==> src/hw/rtl/bsr_pkg.sv <==
// ----------------------------------------------------------------------------
// bsr_pkg
// Shared constants, command codes and controller/datapath interface types
// for the bitstream reader with start code scanning.
// ----------------------------------------------------------------------------
package bsr_pkg;

    // ring store geometry
    localparam int BUF_BYTES = 4096;
    localparam int ADDR_W    = $clog2(BUF_BYTES);
    localparam int HELD_W    = $clog2(BUF_BYTES + 1);
    localparam int WIN_BYTES = 5;

    localparam logic [ADDR_W:0] RING_SIZE = (ADDR_W + 1)'(BUF_BYTES);

    // stream constants
    localparam logic [7:0]  CODE_MARK = 8'h01;
    localparam logic [7:0]  SYNC_BYTE = 8'hff;
    localparam logic [7:0]  SYNC_MASK = 8'hfe;
    localparam logic [7:0]  SYNC_LOW  = 8'hfc;
    localparam logic [31:0] NO_CODE   = 32'hffffffff;
    localparam logic [5:0]  MAX_BITS  = 6'd32;

    // commands of one input transaction
    typedef enum logic [3:0] {
        CMD_PUSH  = 4'd0,
        CMD_READ  = 4'd1,
        CMD_SKIP  = 4'd2,
        CMD_ALIGN = 4'd3,
        CMD_PEEK  = 4'd4,
        CMD_FILL  = 4'd5,
        CMD_NEXT  = 4'd6,
        CMD_FIND  = 4'd7,
        CMD_PROBE = 4'd8,
        CMD_SYNC  = 4'd9
    } cmd_t;

    // read position movements
    typedef enum logic [2:0] {
        MV_NONE,
        MV_PUSH,
        MV_ALIGN,
        MV_STEP,
        MV_CODE,
        MV_SYNC,
        MV_BITS,
        MV_RESTORE
    } mv_t;

    // result value selection
    typedef enum logic [2:0] {
        RES_ZERO,
        RES_ONES,
        RES_BITS,
        RES_PEEK,
        RES_COUNT,
        RES_CODE
    } res_t;

    // controller to datapath commands
    typedef struct packed {
        logic start;
        logic run;
        cmd_t op;
        mv_t  mv;
        logic count_inc;
        logic finish;
        res_t res_sel;
        logic ok;
    } dp_ctl_t;

    // datapath to controller status
    typedef struct packed {
        logic push_ok;
        logic bits_ok;
        logic avail_ok;
        logic held_ok;
        logic match;
        logic code_eq;
    } dp_stat_t;

    // ring address plus a small increment, wrapped at the ring size
    function automatic logic [ADDR_W-1:0] wrap_add(input logic [ADDR_W-1:0] a,
                                                   input logic [2:0] inc);
        logic [ADDR_W:0] s;
        s = {1'b0, a} + {{(ADDR_W - 2){1'b0}}, inc};
        if (s >= RING_SIZE)
        begin
            s = s - RING_SIZE;
        end
        return s[ADDR_W-1:0];
    endfunction

endpackage

==> src/hw/rtl/bsr_ctrl.sv <==
// ----------------------------------------------------------------------------
// bsr_ctrl
// Command sequencer: accepts transactions, steers the datapath through
// fetch and scan steps and owns the result valid flag.
// ----------------------------------------------------------------------------
module bsr_ctrl (
    input  logic              clk,
    input  logic              rst_n,
    input  logic              in_valid,
    output logic              in_ready,
    input  logic [3:0]        command,
    output logic              out_valid,
    input  logic              out_ready,
    input  bsr_pkg::dp_stat_t stat,
    output bsr_pkg::dp_ctl_t  ctl
);
    import bsr_pkg::*;

    typedef enum logic {
        ST_IDLE,
        ST_BUSY
    } state_t;

    state_t state_reg, state_next;
    cmd_t   cmd_reg, cmd_next;
    cmd_t   cmd_in;
    logic   out_valid_reg, out_valid_next;
    logic   out_free;

    // next state and datapath commands
    always_comb
    begin
        cmd_in         = cmd_t'(command);
        out_free       = !out_valid_reg || out_ready;
        in_ready       = (state_reg == ST_IDLE) && out_free;
        state_next     = state_reg;
        cmd_next       = cmd_reg;
        ctl            = '0;
        ctl.op         = (state_reg == ST_IDLE) ? cmd_in : cmd_reg;
        ctl.mv         = MV_NONE;
        ctl.res_sel    = RES_ZERO;

        case (state_reg)
            ST_IDLE:
            begin
                if (in_valid && out_free)
                begin
                    ctl.start = 1'b1;
                    cmd_next  = cmd_in;
                    case (cmd_in)
                        CMD_PUSH:
                        begin
                            ctl.finish = 1'b1;
                            ctl.ok     = stat.push_ok;
                            ctl.mv     = stat.push_ok ? MV_PUSH : MV_NONE;
                        end
                        CMD_READ, CMD_SKIP, CMD_PEEK:
                        begin
                            if (stat.bits_ok)
                            begin
                                state_next = ST_BUSY;
                            end
                            else
                            begin
                                ctl.finish = 1'b1;
                            end
                        end
                        CMD_ALIGN:
                        begin
                            ctl.mv     = MV_ALIGN;
                            ctl.finish = 1'b1;
                            ctl.ok     = 1'b1;
                        end
                        CMD_FILL, CMD_NEXT, CMD_FIND, CMD_PROBE, CMD_SYNC:
                        begin
                            ctl.mv     = MV_ALIGN;
                            state_next = ST_BUSY;
                        end
                        default:
                        begin
                            ctl.finish = 1'b1;
                        end
                    endcase
                end
            end
            ST_BUSY:
            begin
                ctl.run = 1'b1;
                case (cmd_reg)
                    // bit reads wait for the bytes they span
                    CMD_READ, CMD_SKIP, CMD_PEEK:
                    begin
                        if (stat.avail_ok && out_free)
                        begin
                            ctl.finish = 1'b1;
                            ctl.ok     = 1'b1;
                            state_next = ST_IDLE;
                            case (cmd_reg)
                                CMD_READ:
                                begin
                                    ctl.mv      = MV_BITS;
                                    ctl.res_sel = RES_BITS;
                                end
                                CMD_SKIP:
                                begin
                                    ctl.mv = MV_BITS;
                                end
                                default:
                                begin
                                    ctl.res_sel = RES_PEEK;
                                end
                            endcase
                        end
                    end
                    // byte scans advance one position per step
                    CMD_FILL, CMD_NEXT, CMD_FIND, CMD_PROBE, CMD_SYNC:
                    begin
                        if (!stat.held_ok)
                        begin
                            if (out_free)
                            begin
                                ctl.finish = 1'b1;
                                state_next = ST_IDLE;
                                case (cmd_reg)
                                    CMD_FILL:
                                    begin
                                        ctl.ok      = 1'b1;
                                        ctl.res_sel = RES_COUNT;
                                    end
                                    CMD_SYNC:
                                    begin
                                        ctl.res_sel = RES_ZERO;
                                    end
                                    CMD_PROBE:
                                    begin
                                        ctl.mv      = MV_RESTORE;
                                        ctl.res_sel = RES_ONES;
                                    end
                                    default:
                                    begin
                                        ctl.res_sel = RES_ONES;
                                    end
                                endcase
                            end
                        end
                        else if (stat.avail_ok)
                        begin
                            if (stat.match)
                            begin
                                case (cmd_reg)
                                    CMD_FILL:
                                    begin
                                        ctl.mv        = MV_STEP;
                                        ctl.count_inc = 1'b1;
                                    end
                                    CMD_SYNC:
                                    begin
                                        if (out_free)
                                        begin
                                            ctl.mv     = MV_SYNC;
                                            ctl.finish = 1'b1;
                                            ctl.ok     = 1'b1;
                                            state_next = ST_IDLE;
                                        end
                                    end
                                    CMD_NEXT:
                                    begin
                                        if (out_free)
                                        begin
                                            ctl.mv      = MV_CODE;
                                            ctl.finish  = 1'b1;
                                            ctl.ok      = 1'b1;
                                            ctl.res_sel = RES_CODE;
                                            state_next  = ST_IDLE;
                                        end
                                    end
                                    default:
                                    begin
                                        // find and probe: skip codes that differ
                                        if (!stat.code_eq)
                                        begin
                                            ctl.mv = MV_CODE;
                                        end
                                        else if (out_free)
                                        begin
                                            ctl.mv      = (cmd_reg == CMD_PROBE) ?
                                                          MV_RESTORE : MV_CODE;
                                            ctl.finish  = 1'b1;
                                            ctl.ok      = 1'b1;
                                            ctl.res_sel = RES_CODE;
                                            state_next  = ST_IDLE;
                                        end
                                    end
                                endcase
                            end
                            else if (cmd_reg == CMD_FILL)
                            begin
                                if (out_free)
                                begin
                                    ctl.finish  = 1'b1;
                                    ctl.ok      = 1'b1;
                                    ctl.res_sel = RES_COUNT;
                                    state_next  = ST_IDLE;
                                end
                            end
                            else
                            begin
                                ctl.mv = MV_STEP;
                            end
                        end
                    end
                    default:
                    begin
                        state_next = ST_IDLE;
                    end
                endcase
            end
            default:
            begin
                state_next = ST_IDLE;
            end
        endcase

        out_valid_next = ctl.finish || (out_valid_reg && !out_ready);
    end

    // state and registered outputs
    always_ff @(posedge clk or negedge rst_n)
    begin
        if (!rst_n)
        begin
            state_reg     <= ST_IDLE;
            cmd_reg       <= CMD_PUSH;
            out_valid_reg <= 1'b0;
        end
        else
        begin
            state_reg     <= state_next;
            cmd_reg       <= cmd_next;
            out_valid_reg <= out_valid_next;
        end
    end

    assign out_valid = out_valid_reg;

endmodule

==> config.mk <==
export PLATFORM = sky130hd
export DESIGN_NAME = bsr_ctrl
export DESIGN_NICKNAME = d
export VERILOG_FILES = /design/src/hw/rtl/bsr_pkg.sv /design/src/hw/rtl/bsr_ctrl.sv
export SDC_FILE = /design/constraint.sdc
export NUM_CORES = 1
export LEC_CHECK = 0
export ABC_AREA = 1
export ABC_CLOCK_PERIOD_IN_PS = 2000
export BUFFER_PORTS_ARGS = -buffer_cell sky130_fd_sc_hd__buf_2
export CAP_MARGIN = 20
export CORE_MARGIN = 1.5
export CORE_UTILIZATION = 48
export CTS_CLUSTER_DIAMETER = 30
export DETAILED_ROUTE_END_ITERATION = 16
export GPL_TIMING_DRIVEN = 0
export PLACE_DENSITY = 0.78
export SLEW_MARGIN = 20
export SYNTH_ARGS = -nofsm -noshare
export SYNTH_HDL_FRONTEND = slang
export SYNTH_SLANG_ARGS = --single-unit
==> constraint.sdc <==
create_clock -name clk -period 2 [get_ports clk]
set_input_delay 0.5 -clock clk [delete_from_list [all_inputs] [get_ports clk]]
set_output_delay 0.5 -clock clk [all_outputs]
set_load 0.01 [all_outputs]
# == Word-level counts from Yosys, hierarchy flattened ==
# Index checks and enable logic that the tools add are counted.
# word_totals
reg_bits,6
latchBits,0
ramBits,0
rom_bits,0
inputBits,14
output_inout_bits,17
n_memories,0
# classes
addsub,0
n_mul,0
n_div,0
magnitude_cmp,0
n_eq_ne,17
shift,0
muxes,64
bitwise,1
n_reduce_logical,18
# op_table
operator,n
5-bit two-way mux,8
3-bit two-way mux,11
4-bit by 3-bit equality test with 1-bit output (second input constant),8
3-bit one-hot mux with 2 select lines,4
1-bit two-way mux,22
4-bit equality test (second input constant),4
1-bit one-hot mux with 2 select lines,8
4-bit by 2-bit equality test with 1-bit output (second input constant),3
5-bit one-hot mux with 2 select lines,1
5-bit OR reduction,2
9-bit two-way mux,1
3-bit one-hot mux with 3 select lines,1
4-bit by 1-bit equality test with 1-bit output (second input constant),2
2-bit one-hot mux with 2 select lines,2
2-bit two-way mux,3
1-bit one-hot mux with 3 select lines,2
2-bit OR reduction,3
3-bit OR reduction,2
6-bit OR reduction,1
1-bit logical AND,4
4-bit zero test,1
4-bit two-way mux,1
1-bit zero test,2
1-bit logical OR,2
other kinds (2),2

# == Longest topological paths before layout ==
# Gate-level depths: netlist (run 1).
# depth
depth_word,11
ltp_mapped,13
ltp_nobuf,13

# == Worst setup path after synthesis (run 1) ==
# Ideal clock, no wire load.
# synth_timing
kind,input -> output
from,in out_ready
to,out ctl[4] in the netlist's numbering
arrival_time_ns,1.449
required_time_ns,1.500
slack_ns,0.051
stages,9
path_cell_list,inv_1 > nand2_2 > inv_2 > nor2_1 > nand2_1 > buf_2 > o22ai_1 > inv_1 > nand2_1
# synth_rtl
element,line,text
start: declaration,bsr_ctrl.sv:13,"input logic out_ready,"
end: declaration,bsr_ctrl.sv:15,output bsr_pkg::dp_ctl_t ctl

==> results of run 1 <==
[report_power, final]
part           internal, mW  switching [mW]
combinational         0.385           0.576
sequential            0.169          0.0748
clock                0.0679          0.0433
[metrics by stage]
| stage | cell area, um^2 | power [mW] | instances | TNS [ns] |
|---|---|---|---|---|
| after floorplan | 817 | 0.695 | 152 | 0 |
| after global placement | 987 | 0.860 | 198 | -0.785 |
| after detailed placement | 987 | 0.876 | 198 | -1.01 |
| after CTS | 1120 | 1.12 | 210 | -1.29 |
| after global routing | 1240 | 1.41 | 216 | -2.80 |
| final | 1240 | 1.32 | 216 | -1.91 |
[final cells by class]
cell class	count	area, um^2	area share [%]
Buffer	3	20.0	1.62
Multi-Input combinational cell	117	657	53.1
Timing Repair Buffer	45	263	21.2
Clock buffer	3	22.5	1.82
Tap cell	16	20.0	1.62
Sequential cell	6	154	12.4
Inverter	26	101	8.19
[layout by cell type, fill, tap and decap left out, types with 2 or more instances in the layout]
cell,count
nor2_1,10
buf_2,31
nand2_1,42
nand3_2,2
nor3_1,2
buf_4,17
o21bai_1,2
o21ai_1,5
clkbuf_4,3
nand2_4,4
nor2_2,4
dfrtp_2,3
nand3_1,8
nor2_4,4
inv_2,6
a21oi_1,7
o21ai_0,11
nand2_2,9
inv_1,18
dfrtp_1,3
[worst register-to-register path, cell delays in order, from the launching register on]
cell and delay (ns):
dfrtp_2 0.43, inv_2 0.09, nand2_2 0.07, nor2_2 0.12, nand2_1 0.10, nand3_1 0.12
nand2_1 0.06, nand2_1 0.07, nand2_2 0.06, o21ai_1 0.11, nand2_1 0.06, nand2_1 0.05
nand2_1 0.05
[final timing paths]
kind                              end  slack (ns)  cells after the start
hold / removal             cmd_reg[3]        0.06                      1
max in group asynchronous  cmd_reg[2]        1.78                      1
hold reg to reg             out_valid        0.64                      2
min in group clk           cmd_reg[0]        0.56                      3
setup / recovery               ctl[1]       -0.32                     10
setup reg to reg            state_reg        0.51                     12
[layer usage]
layer	track usage [%]	routed length, um	up-vias
met2	50.6	1440	55
met4	7.27	114	0
li1	-	-	579
met1	35.0	1190	503
met5	0	0	-
met3	1.22	161	16
[logic make-up (layout without fill, tap and decap cells)]
kind of cell           count (synthesis)  count (layout)  synth area share (%)
AO/OA/AOI/OAI                         31              31                  21.7
AND/OR/NAND/NOR                       86              86                  45.6
buffers and inverters                 29              77                  14.2
flip-flops                             6               6                  18.4
[repair_timing]
item                       CTS  global route
buffers inserted             9             6
setup endpoints to repair    8             8
pin swaps                    6            12
resized for setup           13            21
==> impl_metrics.ini, run 1 <==
[outcome]
status = complete, but fails checks
violations = setup timing

[worst_setup_path]
cp-start-kind = register
worstPathRequired_ns = 1.50
cpLargestDelayFamily = simple AND/OR/NAND/NOR gates
path_buf_inv = 2
worstPathCellList = nand2_2 -> clkinv_2 -> nand2_2 -> nand2_4 -> o21ai_1 -> nand2_1 -> o21ai_1 -> nand2_1 -> a21oi_1 -> buf_2
cp_slowest_cell = dfrtp_2
crit_start = cmd_reg[1]
critPathMaxFanout = 4
rr_startpoint = cmd_reg[0]
max_stage_delay_ns = 0.45
crit_type = reg -> out
arrival_ns = 1.82
crit_path_end_kind = primary output

[cts]
clk_transition_reported_paths_ns = 0.05
cts_buffers = 3
clockBufferDepth = 2
ctsHoldBuffers = 0
cts_root_buf = clkbuf_4
cts_tree = done
cts_sinks = 6
cts_max_level = 1
clock_latency_ns = 0.24

[yosys]
synth_edf_count = 0
syn_area_per_cell_um2 = 5.38
yosysWarnings = 0
netlist_area_um2 = 817
netlist_top_cells_count = nand2_1 (48), inv_1 (20), nor2_1 (16)
async_reset_ff_share_pct = 100
synth_nets = 166
yosysSeqAreaShare_pct = 18.4
syn-instance-count = 152
synth-main-ff-cell = dfrtp_1
synth-seq-cells = 6
synthTopCellsByArea = nand2_1 (22%), dfrtp_1 (18%), inv_1 (9.2%), nor2_1 (7.4%), o21ai_0 (6.7%)
synth.largest_area_cell = nand2_1
ys_types = 24
synth_top_area_share_pct = 22.1
yosysMostFrequentCell = nand2_1

[cells_and_area]
fillers = 126
diodes = 0
synthToLayoutAreaGrowth_pct = 51.5
num-nets-final = 216
drive_above_1_share_pct = 45.5
largest_reg_flops = 4
utilization_pct = 80.3

[global_routing]
grt_pass1_wl_um = 4090
grt-ovfl-total = 0
grt_max_degree = 11
grt_pass1_vias = 976
grt_usage_pct = 27.6
antenna_found_initial = 0

[floorplan]
die_h_um = 44.3
core_um2 = 1540
start_util_pct = 53.0
io_pins = 31
die_w_um = 44.3
rows = 14
die_area_um2 = 1960

[timing]
worstMarginPinSlew_ns = 0.401
fmax_mhz = 431
final.setup.worst_slack_ns = -0.321
finalMaxSlewViolations = 0
skew_ns = 0.00620
max_slew_margin_pct = 73.1
layout_min_cycle_time_ns = 2.32
holdWs_ns = 0.0629
rsz0062_at_grt = yes
finalHoldViolations = 0
finalCritPeriodShare_pct = 116
setup_violations = 8

[routing]
wl_per_cell_um = 13.5
drc = 0
finalWirelength_um = 2910
via_count = 1153
drt_iter0_markers = 33
drt_pass1_iterations = 4
viasPerCell = 5.34
drtAntennaViolNets = 0

[placement]
io_buffers = 30
dpl.hpwl_um = 1760
gp_congestion = 0.884
pre_cts_ws_ns = -0.238

[hold_path]
worst_hold_path_type = in -> async

[job]
max-cap-violations = 0

[power]
ir_drop_uv = 624
power.density_nw_per_um2 = 1060
p_leak_nw = 0.702
Note: power is estimated with default switching activity, not from simulation.
==> run 2, diff against run 1 <==
--- a/config.mk
+++ b/config.mk
@@ -9,7 +9,6 @@
 export ABC_CLOCK_PERIOD_IN_PS = 2000
 export BUFFER_PORTS_ARGS = -buffer_cell sky130_fd_sc_hd__buf_2
 export CAP_MARGIN = 20
-export CORE_MARGIN = 1.5
 export CORE_UTILIZATION = 48
 export CTS_CLUSTER_DIAMETER = 30
 export DETAILED_ROUTE_END_ITERATION = 16
==> impl_metrics.ini, run 2 (synthesized netlist as in run 1, its figures left out) <==
[routing]
drt_iter0_markers = 43
via_count = 1087
drt_pass1_iterations = 4
wl_per_cell_um = 11.8
drtAntennaViolNets = 0
viasPerCell = 5.13
drc = 0
finalWirelength_um = 2510

[worst_setup_path]
path_common_cell = nand2_2
max_stage_delay_ns = 0.45
worstPathRequired_ns = 1.50
worstPathCellList = nor2_4 -> nand2_2 -> nand2_2 -> nor2_2 -> nand2_1 -> nand2_2 -> o21ai_2 -> nand2_1 -> a21oi_2 -> buf_2
path_buf_inv = 1
cpLargestDelayFamily = simple AND/OR/NAND/NOR gates
arrival_ns = 1.76
critPathMaxFanout = 5
crit_type = reg -> out
cp-start-kind = register
crit_path_end_kind = primary output
cp_slowest_cell = dfrtp_2

[timing]
finalMaxSlewViolations = 0
final.setup.worst_slack_ns = -0.259
fmax_mhz = 443
skew_ns = 0.00232
finalCritPeriodShare_pct = 113
worstMarginPinSlew_ns = 0.363
setup_violations = 8
layout_min_cycle_time_ns = 2.26
max_slew_margin_pct = 75.6
finalHoldViolations = 0
rsz0062_at_grt = yes

[floorplan]
die_area_um2 = 1870
io_pins = 31
rows = 14
start_util_pct = 53.0
core_um2 = 1540
die_h_um = 43.3
die_w_um = 43.3

[cts]
clockBufferDepth = 2
cts_max_level = 1
cts_buffers = 3
clock_latency_ns = 0.25
cts_sinks = 6
cts_root_buf = clkbuf_4
clk_transition_reported_paths_ns = 0.04
cts_tree = done

[cells_and_area]
final_common_cell = nand2_1
fillers = 124
finalNonFillerCells = 212
synthToLayoutAreaGrowth_pct = 43.8
layout_common_cells = nand2_1 (42), buf_2 (31), inv_1 (20), buf_4 (12), o21ai_0 (11)
diodes = 0
drive_above_1_share_pct = 43.4
multi_input_area_um2 = 626
largest_reg_flops = 4
regArea_um2 = 153
num-nets-final = 212

[power]
intPower_mw = 0.567
power_frac_comb_pct = 70.9
p_leak_nw = 0.682
ir_drop_uv = 628
p_sw_share_pct = 52.8
clkPwrFrac_pct = 9.3
power_frac_seq_pct = 19.9
power.switching_mw = 0.633
power.density_nw_per_um2 = 1020

[job]
max-cap-violations = 0

[placement]
io_buffers = 30
placed_cells_incl_taps = 198
gp_congestion = 0.883
dpl.hpwl_um = 1760
pre_cts_ws_ns = -0.230

[outcome]
status = complete, but fails checks
violations = setup timing

[global_routing]
grt-ovfl-total = 0
antenna_found_initial = 0
grt_max_degree = 11
grt_pass1_wl_um = 3980
grt_pass1_vias = 950
grt_usage_pct = 28.2

[hold_path]
worst_hold_path_type = in -> async
-- run 2: final timing paths --
check	from	cells after the start	slack, ns	to
min	rst_n	1	0.06	cmd_reg[3]
max in group asynchronous	rst_n	1	1.79	cmd_reg[2]
max	cmd_reg[1]	10	-0.26	ctl[1]
max reg2reg	cmd_reg[0]	9	0.55	out_valid
min reg2reg	cmd_reg[3]	3	0.66	cmd_reg[3]
min in group clk	command[0]	3	0.56	cmd_reg[0]
-- run 2: through the flow --
step | utilization [%] | cell area [um^2] | hold slack [ns] | setup TNS (ns) | power (mW)
floorplan | - | 817 | 0.204 | 0 | 0.695
global placement | 64.0 | 987 | 0.322 | -0.743 | 0.859
detailed placement | 64.0 | 987 | 0.324 | -0.891 | 0.876
CTS | 71.2 | 1100 | 0.0644 | -1.24 | 1.09
global route | 76.2 | 1170 | 0.0592 | -2.54 | 1.30
finish | 76.2 | 1170 | 0.0596 | -1.66 | 1.20
-- run 2: area by class of cell --
cell class | count | area share, %
plain buffers | 3 | 1.70
clock buffers | 3 | 1.92
inverters | 26 | 8.63
multi-input cells | 117 | 53.2
flip-flops and latches | 6 | 13.0
well taps | 16 | 1.70
repair buffers | 41 | 19.8
-- run 2: what timing repair did --
action	CTS	global route
buffers inserted	8	3
resized for setup	9	17
endpoints found under the setup margin	8	9
hold buffers	0	0
pin swaps	4	7
cloned	0	0
-- run 2: routing by layer --
layer  up-vias  part of all wire (%)  global-route usage [%]
met5         -                     0                       0
met4         0                   1.3                    12.7
met3         4                   5.0                    2.98
met2        42                    48                    47.5
met1       472                    46                    35.8
li1        569                     -                       -
-- run 2: power groups by stage --
stage               Combinational, mW  Clock, mW  Sequential [mW]
CTS                             0.749      0.112            0.229
global route                    0.927      0.122            0.246
finish                          0.851      0.111            0.239
floorplan                       0.475          0            0.221
detailed placement              0.644          0            0.232
global placement                0.630          0            0.229
